[src/rtl/core/rgb_pixel_blend_modes_assert.svh]
// Assertion macros shared by the blend pipeline RTL.
// Each macro clocks on the given clock and is disabled while reset is low.
`ifndef RGB_PIXEL_BLEND_MODES_ASSERT_SVH
`define RGB_PIXEL_BLEND_MODES_ASSERT_SVH

// Consequent must hold in the same cycle as the antecedent.
`define RPBM_ASSERT_SAME(label, clk, rst_n, ante, cons) \
    label: assert property (@(posedge clk) disable iff (!(rst_n)) (ante) |-> (cons)) \
        else $error("blend pipeline check failed");

// Consequent must hold in the cycle after the antecedent.
`define RPBM_ASSERT_NEXT(label, clk, rst_n, ante, cons) \
    label: assert property (@(posedge clk) disable iff (!(rst_n)) (ante) |=> (cons)) \
        else $error("blend pipeline check failed");

`endif

[src/rtl/core/rpbm_pkg.sv]
// Package for the RGB blend pipeline: mode codes, register addresses,
// and the configuration struct handed to each channel. No dependencies.
package rpbm_pkg;

    // blend mode codes
    localparam logic [2:0] MODE_NORMAL     = 3'd0;
    localparam logic [2:0] MODE_MULTIPLY   = 3'd1;
    localparam logic [2:0] MODE_SCREEN     = 3'd2;
    localparam logic [2:0] MODE_OVERLAY    = 3'd3;
    localparam logic [2:0] MODE_DIFFERENCE = 3'd4;

    // register index as seen on paddr[2]
    localparam logic REG_BLEND_MODE   = 1'b0;
    localparam logic REG_BLEND_WEIGHT = 1'b1;

    localparam logic [2:0] MODE_RESET   = MODE_NORMAL;
    localparam logic [8:0] WEIGHT_RESET = 9'd128;
    localparam logic [8:0] WEIGHT_ONE   = 9'd256;

    // configuration seen by the channel pipes
    typedef struct packed {
        logic [2:0] mode;
        logic [8:0] weight;
    } cfg_t;

endpackage

[src/rtl/core/rpbm_chan.sv]
// One color channel of the blend pipeline: four register stages
// (operand select, multiply, bias add, quotient estimate) plus final fixup.
// Depends on rpbm_pkg.
module rpbm_chan (
    input  logic              aclk,
    input  logic              en,
    input  rpbm_pkg::cfg_t    cfg,
    input  logic [7:0]        a_chan,
    input  logic [7:0]        b_chan,
    output logic [7:0]        result
);

    // stage 1: operands
    logic [2:0]        s1_mode_reg;
    logic signed [8:0] s1_x_reg;
    logic [8:0]        s1_y_reg;
    logic [15:0]       s1_bias_reg;
    logic [7:0]        s1_diff_reg;
    logic              s1_hi_reg;
    // stage 2: product
    logic [2:0]         s2_mode_reg;
    logic signed [18:0] s2_prod_reg;
    logic [15:0]        s2_bias_reg;
    logic [7:0]         s2_diff_reg;
    logic               s2_hi_reg;
    // stage 3: numerator
    logic [2:0]  s3_mode_reg;
    logic [16:0] s3_num_reg;
    logic [7:0]  s3_diff_reg;
    logic        s3_hi_reg;
    // stage 4: quotient estimate
    logic [2:0]  s4_mode_reg;
    logic [16:0] s4_num_reg;
    logic [8:0]  s4_quo_reg;
    logic [7:0]  s4_diff_reg;
    logic        s4_hi_reg;

    logic signed [8:0]  x_next;
    logic [8:0]         y_next;
    logic [15:0]        bias_next;
    logic [7:0]         diff_next;
    logic               hi_next;
    logic [8:0]         f_sat;
    logic [7:0]         inv_a;
    logic [7:0]         inv_b;
    logic signed [18:0] prod_next;
    logic signed [19:0] num_sum;
    logic [17:0]        est_sum;
    logic signed [18:0] rem;
    logic [8:0]         quo_fix;

    // operand select per mode
    always_comb begin
        f_sat     = (cfg.weight > rpbm_pkg::WEIGHT_ONE) ? rpbm_pkg::WEIGHT_ONE : cfg.weight;
        inv_a     = ~a_chan;
        inv_b     = ~b_chan;
        diff_next = (a_chan > b_chan) ? (a_chan - b_chan) : (b_chan - a_chan);
        hi_next   = a_chan[7];
        x_next    = '0;
        y_next    = '0;
        bias_next = '0;
        unique case (cfg.mode)
            rpbm_pkg::MODE_NORMAL: begin
                // a*(256-f) + b*f + 128 = a*256 + (b-a)*f + 128
                x_next    = $signed({1'b0, b_chan}) - $signed({1'b0, a_chan});
                y_next    = f_sat;
                bias_next = {a_chan, 8'h80};
            end
            rpbm_pkg::MODE_MULTIPLY: begin
                x_next    = $signed({1'b0, a_chan});
                y_next    = {1'b0, b_chan};
                bias_next = 16'd127;
            end
            rpbm_pkg::MODE_SCREEN: begin
                x_next    = $signed({1'b0, inv_a});
                y_next    = {1'b0, inv_b};
                bias_next = 16'd127;
            end
            rpbm_pkg::MODE_OVERLAY: begin
                if (!a_chan[7]) begin
                    x_next    = $signed({a_chan, 1'b0});
                    y_next    = {1'b0, b_chan};
                    bias_next = 16'd0;
                end else begin
                    x_next    = $signed({inv_a, 1'b0});
                    y_next    = {1'b0, inv_b};
                    bias_next = 16'd254;
                end
            end
            default: begin
                x_next    = '0;
                y_next    = '0;
                bias_next = '0;
            end
        endcase
    end

    // multiply, bias add, quotient estimate for divide by 255
    assign prod_next = s1_x_reg * $signed({1'b0, s1_y_reg});
    assign num_sum   = $signed({s2_prod_reg[18], s2_prod_reg})
                     + $signed({4'b0, s2_bias_reg});
    assign est_sum   = {1'b0, s3_num_reg} + {9'b0, s3_num_reg[16:8]} + 18'd1;

    // pipeline registers, advance together
    always_ff @(posedge aclk) begin
        if (en) begin
            s1_mode_reg <= cfg.mode;
            s1_x_reg    <= x_next;
            s1_y_reg    <= y_next;
            s1_bias_reg <= bias_next;
            s1_diff_reg <= diff_next;
            s1_hi_reg   <= hi_next;

            s2_mode_reg <= s1_mode_reg;
            s2_prod_reg <= prod_next;
            s2_bias_reg <= s1_bias_reg;
            s2_diff_reg <= s1_diff_reg;
            s2_hi_reg   <= s1_hi_reg;

            s3_mode_reg <= s2_mode_reg;
            s3_num_reg  <= num_sum[16:0];
            s3_diff_reg <= s2_diff_reg;
            s3_hi_reg   <= s2_hi_reg;

            s4_mode_reg <= s3_mode_reg;
            s4_num_reg  <= s3_num_reg;
            s4_quo_reg  <= est_sum[16:8];
            s4_diff_reg <= s3_diff_reg;
            s4_hi_reg   <= s3_hi_reg;
        end
    end

    // estimate is within one of the true quotient; fix with the remainder
    assign rem = $signed({2'b0, s4_num_reg})
               - $signed({2'b0, s4_quo_reg, 8'b0})
               + $signed({10'b0, s4_quo_reg});

    always_comb begin
        if (rem < 0) begin
            quo_fix = s4_quo_reg - 9'd1;
        end else if (rem >= 19'sd255) begin
            quo_fix = s4_quo_reg + 9'd1;
        end else begin
            quo_fix = s4_quo_reg;
        end
    end

    // final result per mode
    always_comb begin
        unique case (s4_mode_reg)
            rpbm_pkg::MODE_NORMAL:     result = s4_num_reg[15:8];
            rpbm_pkg::MODE_MULTIPLY:   result = quo_fix[7:0];
            rpbm_pkg::MODE_SCREEN:     result = 8'hFF - quo_fix[7:0];
            rpbm_pkg::MODE_OVERLAY:    result = s4_hi_reg ? (8'hFF - quo_fix[7:0])
                                                          : quo_fix[7:0];
            rpbm_pkg::MODE_DIFFERENCE: result = s4_diff_reg;
            default:                   result = 8'h00;
        endcase
    end

endmodule

[src/rtl/core/rgb_pixel_blend_modes.sv]
// Top level of the RGB blend pipeline: config registers, three channel pipes,
// valid tracking, output register with skid stage. Depends on rpbm_pkg,
// rpbm_chan and rgb_pixel_blend_modes_assert.svh.
//
// Blends a pixel of image A with one of image B, channel by channel, under the
// mode in blend_mode (normal, multiply, screen, overlay, difference; other codes
// give black). One pixel transaction is taken every cycle while s_tready is high;
// each passes through four stages in each channel pipe (operand select, 9x10
// multiply, bias add, divide-by-255 estimate) and then the output register on the
// master side. A one-entry skid stage behind the output register keeps s_tready a
// registered signal, so a stall on m_tready reaches the input through
// skid_full_reg without loss. Write blend_mode and blend_weight only while no
// pixel is in flight.
`include "rgb_pixel_blend_modes_assert.svh"

module rgb_pixel_blend_modes (
    input  logic        aclk,
    input  logic        aresetn,
    // APB config port
    input  logic        psel,
    input  logic        penable,
    input  logic        pwrite,
    input  logic [2:0]  paddr,
    input  logic [31:0] pwdata,
    output logic [31:0] prdata,
    output logic        pready,
    // input pixel pair
    input  logic        s_tvalid,
    output logic        s_tready,
    input  logic [47:0] s_tdata,  // a_red, a_green, a_blue, b_red, b_green, b_blue
    // blended pixel
    output logic        m_tvalid,
    input  logic        m_tready,
    output logic [23:0] m_tdata   // out_red, out_green, out_blue
);

    localparam int unsigned NumStages = 4;

    logic [2:0]            mode_reg;
    logic [8:0]            weight_reg;
    logic [NumStages-1:0]  vld_reg;
    logic [NumStages-1:0]  vld_next;
    logic                  skid_full_reg;
    logic [23:0]           skid_data_reg;
    logic [23:0]           out_data_reg;
    logic                  out_valid_reg;
    logic                  pipe_en;
    logic                  push;
    logic                  cfg_write;
    rpbm_pkg::cfg_t        cfg;
    logic [23:0]           pipe_data;

    // config registers
    assign pready    = 1'b1;
    assign cfg_write = psel && penable && pwrite && pready;

    always_ff @(posedge aclk) begin
        if (!aresetn) begin
            mode_reg   <= rpbm_pkg::MODE_RESET;
            weight_reg <= rpbm_pkg::WEIGHT_RESET;
        end else if (cfg_write) begin
            unique case (paddr[2])
                rpbm_pkg::REG_BLEND_MODE:   mode_reg   <= pwdata[2:0];
                rpbm_pkg::REG_BLEND_WEIGHT: weight_reg <= pwdata[8:0];
                default: ;
            endcase
        end
    end

    always_comb begin
        unique case (paddr[2])
            rpbm_pkg::REG_BLEND_MODE:   prdata = {29'b0, mode_reg};
            rpbm_pkg::REG_BLEND_WEIGHT: prdata = {23'b0, weight_reg};
            default:                    prdata = '0;
        endcase
    end

    assign cfg.mode   = mode_reg;
    assign cfg.weight = weight_reg;

    // pipe advances while the skid stage is empty
    assign pipe_en  = !skid_full_reg;
    assign s_tready = pipe_en;
    assign push     = pipe_en && vld_reg[NumStages-1];
    assign vld_next = {vld_reg[NumStages-2:0], s_tvalid};

    always_ff @(posedge aclk) begin
        if (!aresetn) begin
            vld_reg <= '0;
        end else if (pipe_en) begin
            vld_reg <= vld_next;
        end
    end

    // channel pipes
    rpbm_chan u_red (
        .aclk   (aclk),
        .en     (pipe_en),
        .cfg    (cfg),
        .a_chan (s_tdata[7:0]),
        .b_chan (s_tdata[31:24]),
        .result (pipe_data[7:0])
    );

    rpbm_chan u_green (
        .aclk   (aclk),
        .en     (pipe_en),
        .cfg    (cfg),
        .a_chan (s_tdata[15:8]),
        .b_chan (s_tdata[39:32]),
        .result (pipe_data[15:8])
    );

    rpbm_chan u_blue (
        .aclk   (aclk),
        .en     (pipe_en),
        .cfg    (cfg),
        .a_chan (s_tdata[23:16]),
        .b_chan (s_tdata[47:40]),
        .result (pipe_data[23:16])
    );

    // output register with one-entry skid
    always_ff @(posedge aclk) begin
        if (!aresetn) begin
            out_valid_reg <= 1'b0;
            skid_full_reg <= 1'b0;
        end else if (out_valid_reg && !m_tready) begin
            if (push) begin
                skid_full_reg <= 1'b1;
            end
        end else if (skid_full_reg) begin
            out_valid_reg <= 1'b1;
            skid_full_reg <= 1'b0;
        end else begin
            out_valid_reg <= push;
        end
    end

    always_ff @(posedge aclk) begin
        if (out_valid_reg && !m_tready) begin
            if (push) begin
                skid_data_reg <= pipe_data;
            end
        end else if (skid_full_reg) begin
            out_data_reg <= skid_data_reg;
        end else if (push) begin
            out_data_reg <= pipe_data;
        end
    end

    assign m_tvalid = out_valid_reg;
    assign m_tdata  = out_data_reg;

    // checks
    `RPBM_ASSERT_SAME(a_skid_needs_out, aclk, aresetn, skid_full_reg, out_valid_reg)
    `RPBM_ASSERT_NEXT(a_skid_drains, aclk, aresetn, skid_full_reg && m_tready, !skid_full_reg)
    `RPBM_ASSERT_NEXT(a_stall_holds_pipe, aclk, aresetn, !pipe_en, vld_reg == $past(vld_reg))

endmodule
[config.mk]
export PLATFORM = sky130hd
export DESIGN_NAME = rgb_pixel_blend_modes
export DESIGN_NICKNAME = d
export VERILOG_FILES = /design/src/rtl/core/rpbm_pkg.sv /design/src/rtl/core/rpbm_chan.sv /design/src/rtl/core/rgb_pixel_blend_modes.sv
export VERILOG_INCLUDE_DIRS = /design/src /design/src/rtl/core
export SDC_FILE = /design/constraint.sdc
export NUM_CORES = 2
export LEC_CHECK = 0
export BUFFER_PORTS_ARGS = -buffer_cell sky130_fd_sc_hd__clkbuf_2
export CAP_MARGIN = 20
export CORE_ASPECT_RATIO = 1.5
export CORE_MARGIN = 2
export CORE_UTILIZATION = 25
export DETAILED_ROUTE_END_ITERATION = 8
export PLACE_DENSITY = 0.51
export SETUP_SLACK_MARGIN = 0.3
export SLEW_MARGIN = 30
export SYNTH_ARGS = -nofsm -noshare
export SYNTH_HDL_FRONTEND = slang
export SYNTH_SLANG_ARGS = --single-unit
[constraint.sdc]
create_clock -name aclk -period 15.32 [get_ports aclk]
set_input_delay 0.766 -clock aclk [delete_from_list [all_inputs] [get_ports aclk]]
set_output_delay 0.766 -clock aclk [all_outputs]
set_load 0.05 [all_outputs]
== Word-level counts from Yosys, hierarchy flattened ==
Cells that the tools add are included.

* Output and inout bits: 59
* Bits of input ports: 90
* Register bits: 516
* Logic and storage cells: 173

* Reductions and logical operators: 15
* $add $sub $neg: 33
* $lt $le $gt $ge: 10
* Equal/unequal tests: 7
* Multipliers: 3
* Mux-type cells: 38
* Bitwise logic cells: 8

{| class="wikitable"
|+ Operator list
! cell !! count
|-
| $pmux W9 S4 || 6
|-
| $mux W8 || 18
|-
| $pmux W16 S3 || 3
|-
| $pmux W8 S5 || 3
|-
| $pmux W32 S2 || 1
|-
| $add A18 B10 Y19 || 3
|-
| $ge A19 B9 Y1 const B || 3
|-
| $lt A19 B1 Y1 const B || 3
|-
| $sub A17 B17 Y18 || 3
|-
| $add A17 B1 Y17 const B || 3
|-
| $add A17 B17 Y17 || 3
|-
| $add A17 B9 Y17 || 3
|-
| $mul A9 B10 Y17 || 3
|-
| $mux W24 || 2
|-
| $not A8 Y8 || 6
|-
| $sub A8 B8 Y8 || 6
|-
| $mux W9 || 4
|-
| $sub A8 B8 Y9 || 3
|-
| $add A8 B1 Y8 const B || 3
|-
| $gt A8 B8 Y1 || 3
|-
| $sub A8 B1 Y8 const B || 3
|-
| $sub A8 B8 Y8 const A || 3
|-
| $eq A3 B2 Y1 const B || 4
|-
| $reduce_and A2 Y1 || 5
|-
| 10 further kinds || 17
|}

== Depth between registers and ports, before layout ==
* Depth in word-level cells: 10
* Depth in mapped cells: 23
* Mapped depth without buffers: 22

== Modules after synthesis ==
A second synthesis with hierarchy kept.

* Cells, all modules: 3181
* Area total of the unflattened synthesis: 35461.5 um^2

{| class="wikitable"
|+ By module, submodules not included
! module !! cells an instance !! sequential area each (um^2) !! area an instance (um^2) !! times used
|-
| rpbm_chan (u_blue) || 1005 || 4444.3 || 10959.3 || 1
|-
| rpbm_chan (u_red) || 998 || 4444.3 || 10866.7 || 1
|-
| rpbm_chan (u_green) || 993 || 4444.3 || 10782.8 || 1
|-
| rgb_pixel_blend_modes || 185 || 1801.7 || 2852.7 || 1
|}

== Worst setup path after synthesis ==
OpenSTA, ideal clock, no wires.

* Path kind: reg2reg
* From: register skid_full_reg
* To: register out_data_reg[11] (netlist: m_tdata[11]) (data pin)
* Required time: 14.522 ns
* Buffers on the path: 2
* Setup time: 0.798 ns
* Period minus slack after synthesis: 14.003 ns
* Arrival time: 13.206 ns
* Slack: 1.317 ns
* Cell stages (with the launch flop): 6
* Cell sequence: dfxtp_1 > clkbuf_1 > clkinv_1 > buf_1 > mux2i_1 > a31oi_1

* Longest elaborated chain between the ends: 1

{| class="wikitable"
|+ RTL lines
! element !! line !! text
|-
| start: declaration || rgb_pixel_blend_modes.sv:43 || <nowiki>logic skid_full_reg;</nowiki>
|-
| start signal: assignment || rgb_pixel_blend_modes.sv:127 || <nowiki>skid_full_reg <= 1'b0;</nowiki>
|-
| start signal: assignment || rgb_pixel_blend_modes.sv:130 || <nowiki>skid_full_reg <= 1'b1;</nowiki>
|-
| start signal: assignment || rgb_pixel_blend_modes.sv:134 || <nowiki>skid_full_reg <= 1'b0;</nowiki>
|-
| $mux W24 || rgb_pixel_blend_modes.sv:145 || <nowiki>end else if (skid_full_reg) begin</nowiki>
|-
| end signal: assignment || rgb_pixel_blend_modes.sv:146 || <nowiki>out_data_reg <= skid_data_reg;</nowiki>
|-
| end signal: assignment || rgb_pixel_blend_modes.sv:148 || <nowiki>out_data_reg <= pipe_data;</nowiki>
|-
| end: declaration || rgb_pixel_blend_modes.sv:45 || <nowiki>logic [23:0] out_data_reg;</nowiki>
|}

No other way between the ends.
A chain may end at the register's enable or synchronous reset.

== Worst setup path after layout ==
* From: register u_red.s1_y_reg[8]
* To: register u_red.s2_prod_reg[16] (data pin)

* Longest elaborated chain between the ends: 1

{| class="wikitable"
|+ RTL lines
! element !! line !! text
|-
| start: declaration || rpbm_chan.sv:16 || <nowiki>logic [8:0] s1_y_reg;</nowiki>
|-
| start signal: assignment || rpbm_chan.sv:109 || <nowiki>s1_y_reg <= y_next;</nowiki>
|-
| $mul A9 B10 Y17 || rpbm_chan.sv:99 || <nowiki>assign prod_next = s1_x_reg * $signed({1'b0, s1_y_reg});</nowiki>
|-
| via u_red.prod_next[16] || rpbm_chan.sv:46 || <nowiki>logic signed [18:0] prod_next;</nowiki>
|-
| end signal: assignment || rpbm_chan.sv:115 || <nowiki>s2_prod_reg <= prod_next;</nowiki>
|-
| end: declaration || rpbm_chan.sv:22 || <nowiki>logic signed [18:0] s2_prod_reg;</nowiki>
|}

The timed path passes the listed nets, and every way through them passes these cells.

==> metrics <==
overall via count from detail_route=22.8k; flip-flop and latch area=between 0.01 and 0.015 mm^2; data required time of the critical path=between 15 and 20 ns; total gr overflow=0; path type of the worst min-delay path=in -> reg; share of the clock period used by the worst path after layout=about a third; post-cts sizing count=0; Cell Count, Final, Fillers Out=5,039; FF+latch count, synth=between 400 and 500; critical path's largest stage delay=0.57 ns; clock tree from TritonCTS=done; clk_lat worst skew=approximately 0.61 ns; area occupied by multi-input gates=0.0181 mm^2; cell total after placement=4,945; Relative slew margins=between 30% and 40%; signal arrival time at the worst endpoint=about 5.7 ns; largest delay contributor family on the critical path=adder cells; unrepaired setup endpoints after global routing=false; clock network fraction of design power=a little under a fifth; aggregate global-route resource usage=12.0%; effective utilization at floorplan=25.1%; post-layout net count=between 3k and 4k; Final Hold Vio Count=0; die outline area=between 0.1 and 0.15 mm^2; final estimated routing congestion in global placement=roughly 0.84; number of hold buffers added after CTS=0; proportion of synthesized flip-flops having asynchronous set or reset=0%; Critical Path Slowest Stage Cell=sky130_fd_sc_hd__fa_1; class of the most critical setup path=reg -> reg; Worst setup EP type=flop; count of unresolved DRC violations after routing=0; # Post-CTS Setup Buffers=0; share of cells above drive strength 1=under 10%; crit path max fanout=27; floorplan die height=roughly 460 um; Peak VDD IR=0.0841 mV; net switching power=2560 uW; clock slew at reported path FFs=0.06 ns; switching share of power=~40%; first-pass GRT wire length=131 mm; clock tree sinks=480; Die Width=slightly above 300 um; initial antenna violation count=20; # Max-Cap Violations=0; total half-perimeter wirelength after legalization and detailed placement=about 67 mm; vias in the first global route=~23k; total of buffers placed on input and output ports=a little under 100; number of slew-limit violations in the final report=0; Routed Wire Length=around 85 mm; final setup violating endpoints=0; series of cell instances along the critical path=buf_4 > nand2_1 > fa_1 > inv_1 > fa_1 > fa_1 > fa_1 > fa_1 > ha_1 > inv_1 > o21bai_1 > a21oi_1 > o21bai_1 > a21oi_1 > o21bai_1 > a21oi_1 > o21ai_0 > xnor2_1; Slew @ Worst Pin=between 1 and 1.5 ns; Final Critical Period=roughly 5.4 ns; Core Util, Final=about 28%; proportion of netlist area held by the largest area contributor=40.6%; maximum count of clock buffers along a single path=3; Cell variety after synth=81; Synth Cell Area=0.0341 mm^2; final total power=about 6400 uW; number of buffers created by CTS=49; number of top-level pins=between 100 and 150; mean instance size in the synthesized netlist=between 10 and 15 um^2; average routed wire per standard cell=about 17 um; max frequency=186 MHz; pin count of the biggest net entering global routing=187; count of flip-flops with a built-in enable after synthesis=around 460; relative contribution of combinational cells to total power=47.1%; share of total power in sequential cells=between 30% and 40%; top cells by area, synth=sky130_fd_sc_hd__edfxtp_1 41%, sky130_fd_sc_hd__ha_1 12%, sky130_fd_sc_hd__fa_1 9.7%; placeable core region=approximately 0.14 mm^2; Static Leak=0.0162 uW; standard-cell rows=~170; fill cell instance count of the final layout=between 10k and 15k; cell-internal power=3870 uW; cell mode on critical path=sky130_fd_sc_hd__fa_1; Initial DRT Pass Iterations=5; crit path launch type=flop; Synth Flop Type=sky130_fd_sc_hd__edfxtp_1; via count normalized by instance count=approximately 4.5; cell type with the largest total area after synthesis=sky130_fd_sc_hd__edfxtp_1; CTS Root Buffer Type=sky130_fd_sc_hd__clkbuf_16; power density of the placed cells=about 170 mW/mm^2; count of mapped cells out of synthesis=about 3.2k; skew final=between 0.015 and 0.02 ns; sum of buffers and inverters on the critical path=3; Total Neg Setup Slack=0 ns; post-synthesis to final-layout area growth=11.7%; status=finished, final reports clean; warnings from Yosys=0; number of DRC violations after detailed-routing iteration 0=slightly below 1k; share of synthesized area occupied by flip-flops and latches=a little over two fifths; H-tree levels=2; number of antenna-violating nets in the routed design=0
## kinds of logic (layout without fill, tap and decap cells)
family	count (synthesis)	after routing	share of synthesized area (%)
AOI/OAI and AO/OA	634	634	12.2
and+or+nand+nor	808	808	11.3
xor gates and xnor gates	211	211	5.45
other	2	27	0.0220
DFF	480	480	41.7
adders and majority gates	483	483	21.3
buffers and inverters	475	553	5.56
muxes	79	79	2.43
## tightest hold or removal path, delay by kind of cell
kind | cells | cell delay (ns)
buf+inv | 1 | 0.07
simple gates | 2 | 0.10
## cell usage after synthesis (9+ instances only)
cell type / number
sky130_fd_sc_hd__o21ai_0: 107
sky130_fd_sc_hd__and2_1: 105
sky130_fd_sc_hd__a221o_1: 11
sky130_fd_sc_hd__a21oi_1: 165
sky130_fd_sc_hd__mux2_2: 23
sky130_fd_sc_hd__xor2_1: 47
sky130_fd_sc_hd__a211oi_1: 44
sky130_fd_sc_hd__and3_1: 17
sky130_fd_sc_hd__o21a_1: 35
sky130_fd_sc_hd__edfxtp_1: 462
sky130_fd_sc_hd__o31ai_1: 10
sky130_fd_sc_hd__mux2i_1: 54
sky130_fd_sc_hd__a31oi_1: 26
sky130_fd_sc_hd__fa_1: 165
sky130_fd_sc_hd__nand4_1: 20
sky130_fd_sc_hd__nor4_1: 11
sky130_fd_sc_hd__nand2b_1: 36
sky130_fd_sc_hd__inv_1: 346
sky130_fd_sc_hd__o221ai_1: 10
sky130_fd_sc_hd__nor2_1: 170
sky130_fd_sc_hd__nor3_1: 39
sky130_fd_sc_hd__ha_1: 318
sky130_fd_sc_hd__a21boi_0: 19
sky130_fd_sc_hd__o21ai_1: 12
sky130_fd_sc_hd__clkbuf_1: 90
sky130_fd_sc_hd__nand2_1: 294
sky130_fd_sc_hd__xnor2_1: 163
sky130_fd_sc_hd__nor2b_1: 37
sky130_fd_sc_hd__a21o_1: 50
sky130_fd_sc_hd__o211ai_1: 36
sky130_fd_sc_hd__dfxtp_1: 18
sky130_fd_sc_hd__buf_1: 9
sky130_fd_sc_hd__nand3_1: 41
sky130_fd_sc_hd__o21bai_1: 40
sky130_fd_sc_hd__buf_4: 25
## per-layer routing
layer / vias to the layer above / track usage [%] / wire length, um / share of wire [%]
met5: - / 0 / 174 / 0.21
met4: 30 / 4.55 / 3210 / 3.8
met3: 180 / 2.19 / 4530 / 5.3
met2: 422 / 22.2 / 43400 / 51
met1: 11000 / 13.5 / 33400 / 39
li1: 11200 / - / - / -
## power groups by stage
stage                     Clock, uW  Combinational (uW)  Sequential, uW
after floorplan                   0                2460            2050
after global placement            0                2970            2240
after detailed placement          0                3010            2240
after CTS                      1240                3040            2210
after global routing           1280                3430            2240
final                          1200                3030            2200
## placed cells by master, fill, tap and decap left out, drive strengths merged, types with 26 or more instances in the layout
| cell type | n |
|---|---|
| a211oi | 46 |
| a21o | 50 |
| a21oi | 165 |
| a31oi | 26 |
| and2 | 105 |
| clkbuf | 157 |
| edfxtp | 462 |
| fa | 165 |
| ha | 318 |
| inv | 353 |
| mux2i | 54 |
| nand2 | 294 |
| nand2b | 37 |
| nand3 | 41 |
| nor2 | 170 |
| nor2b | 37 |
| nor3 | 39 |
| o211ai | 36 |
| o21a | 35 |
| o21ai | 119 |
| o21bai | 40 |
| xnor2 | 163 |
| xor2 | 47 |
## metrics by stage
step                      setup slack, ns  cell area, um^2  hold WS [ns]
after CTS                            9.90            38100         0.324
final                                9.95            38100         0.369
after global routing                 9.58            38100         0.373
after detailed placement             9.90            36500         0.405
after floorplan                      1.32            34200         0.400
after global placement               9.95            36500         0.401
## final cells by class
cell class / count / area share, %
multi-input combinational: 2239 / 47.5
sequential: 480 / 37.3
inverter: 348 / 3.45
clock buffer: 58 / 3.51
antenna: 3 / 0.0197
tap: 1764 / 5.79
clock inverter: 32 / 0.640
timing repair buffer: 115 / 1.73
## final timing paths
path	depth (start not counted)	slack (ns)	to	startpoint
worst max-delay path	18	9.95	u_red.s2_prod_reg[16]	u_red.s1_y_reg[8]
worst min-delay path	3	0.37	weight_reg[7]	pwdata[7]
worst max register to register	18	9.95	u_red.s2_prod_reg[16]	u_red.s1_y_reg[8]
worst min register to register	0	0.42	u_green.s2_mode_reg[1]	u_green.s1_mode_reg[1]
Power figures use the tool's default switching activity.
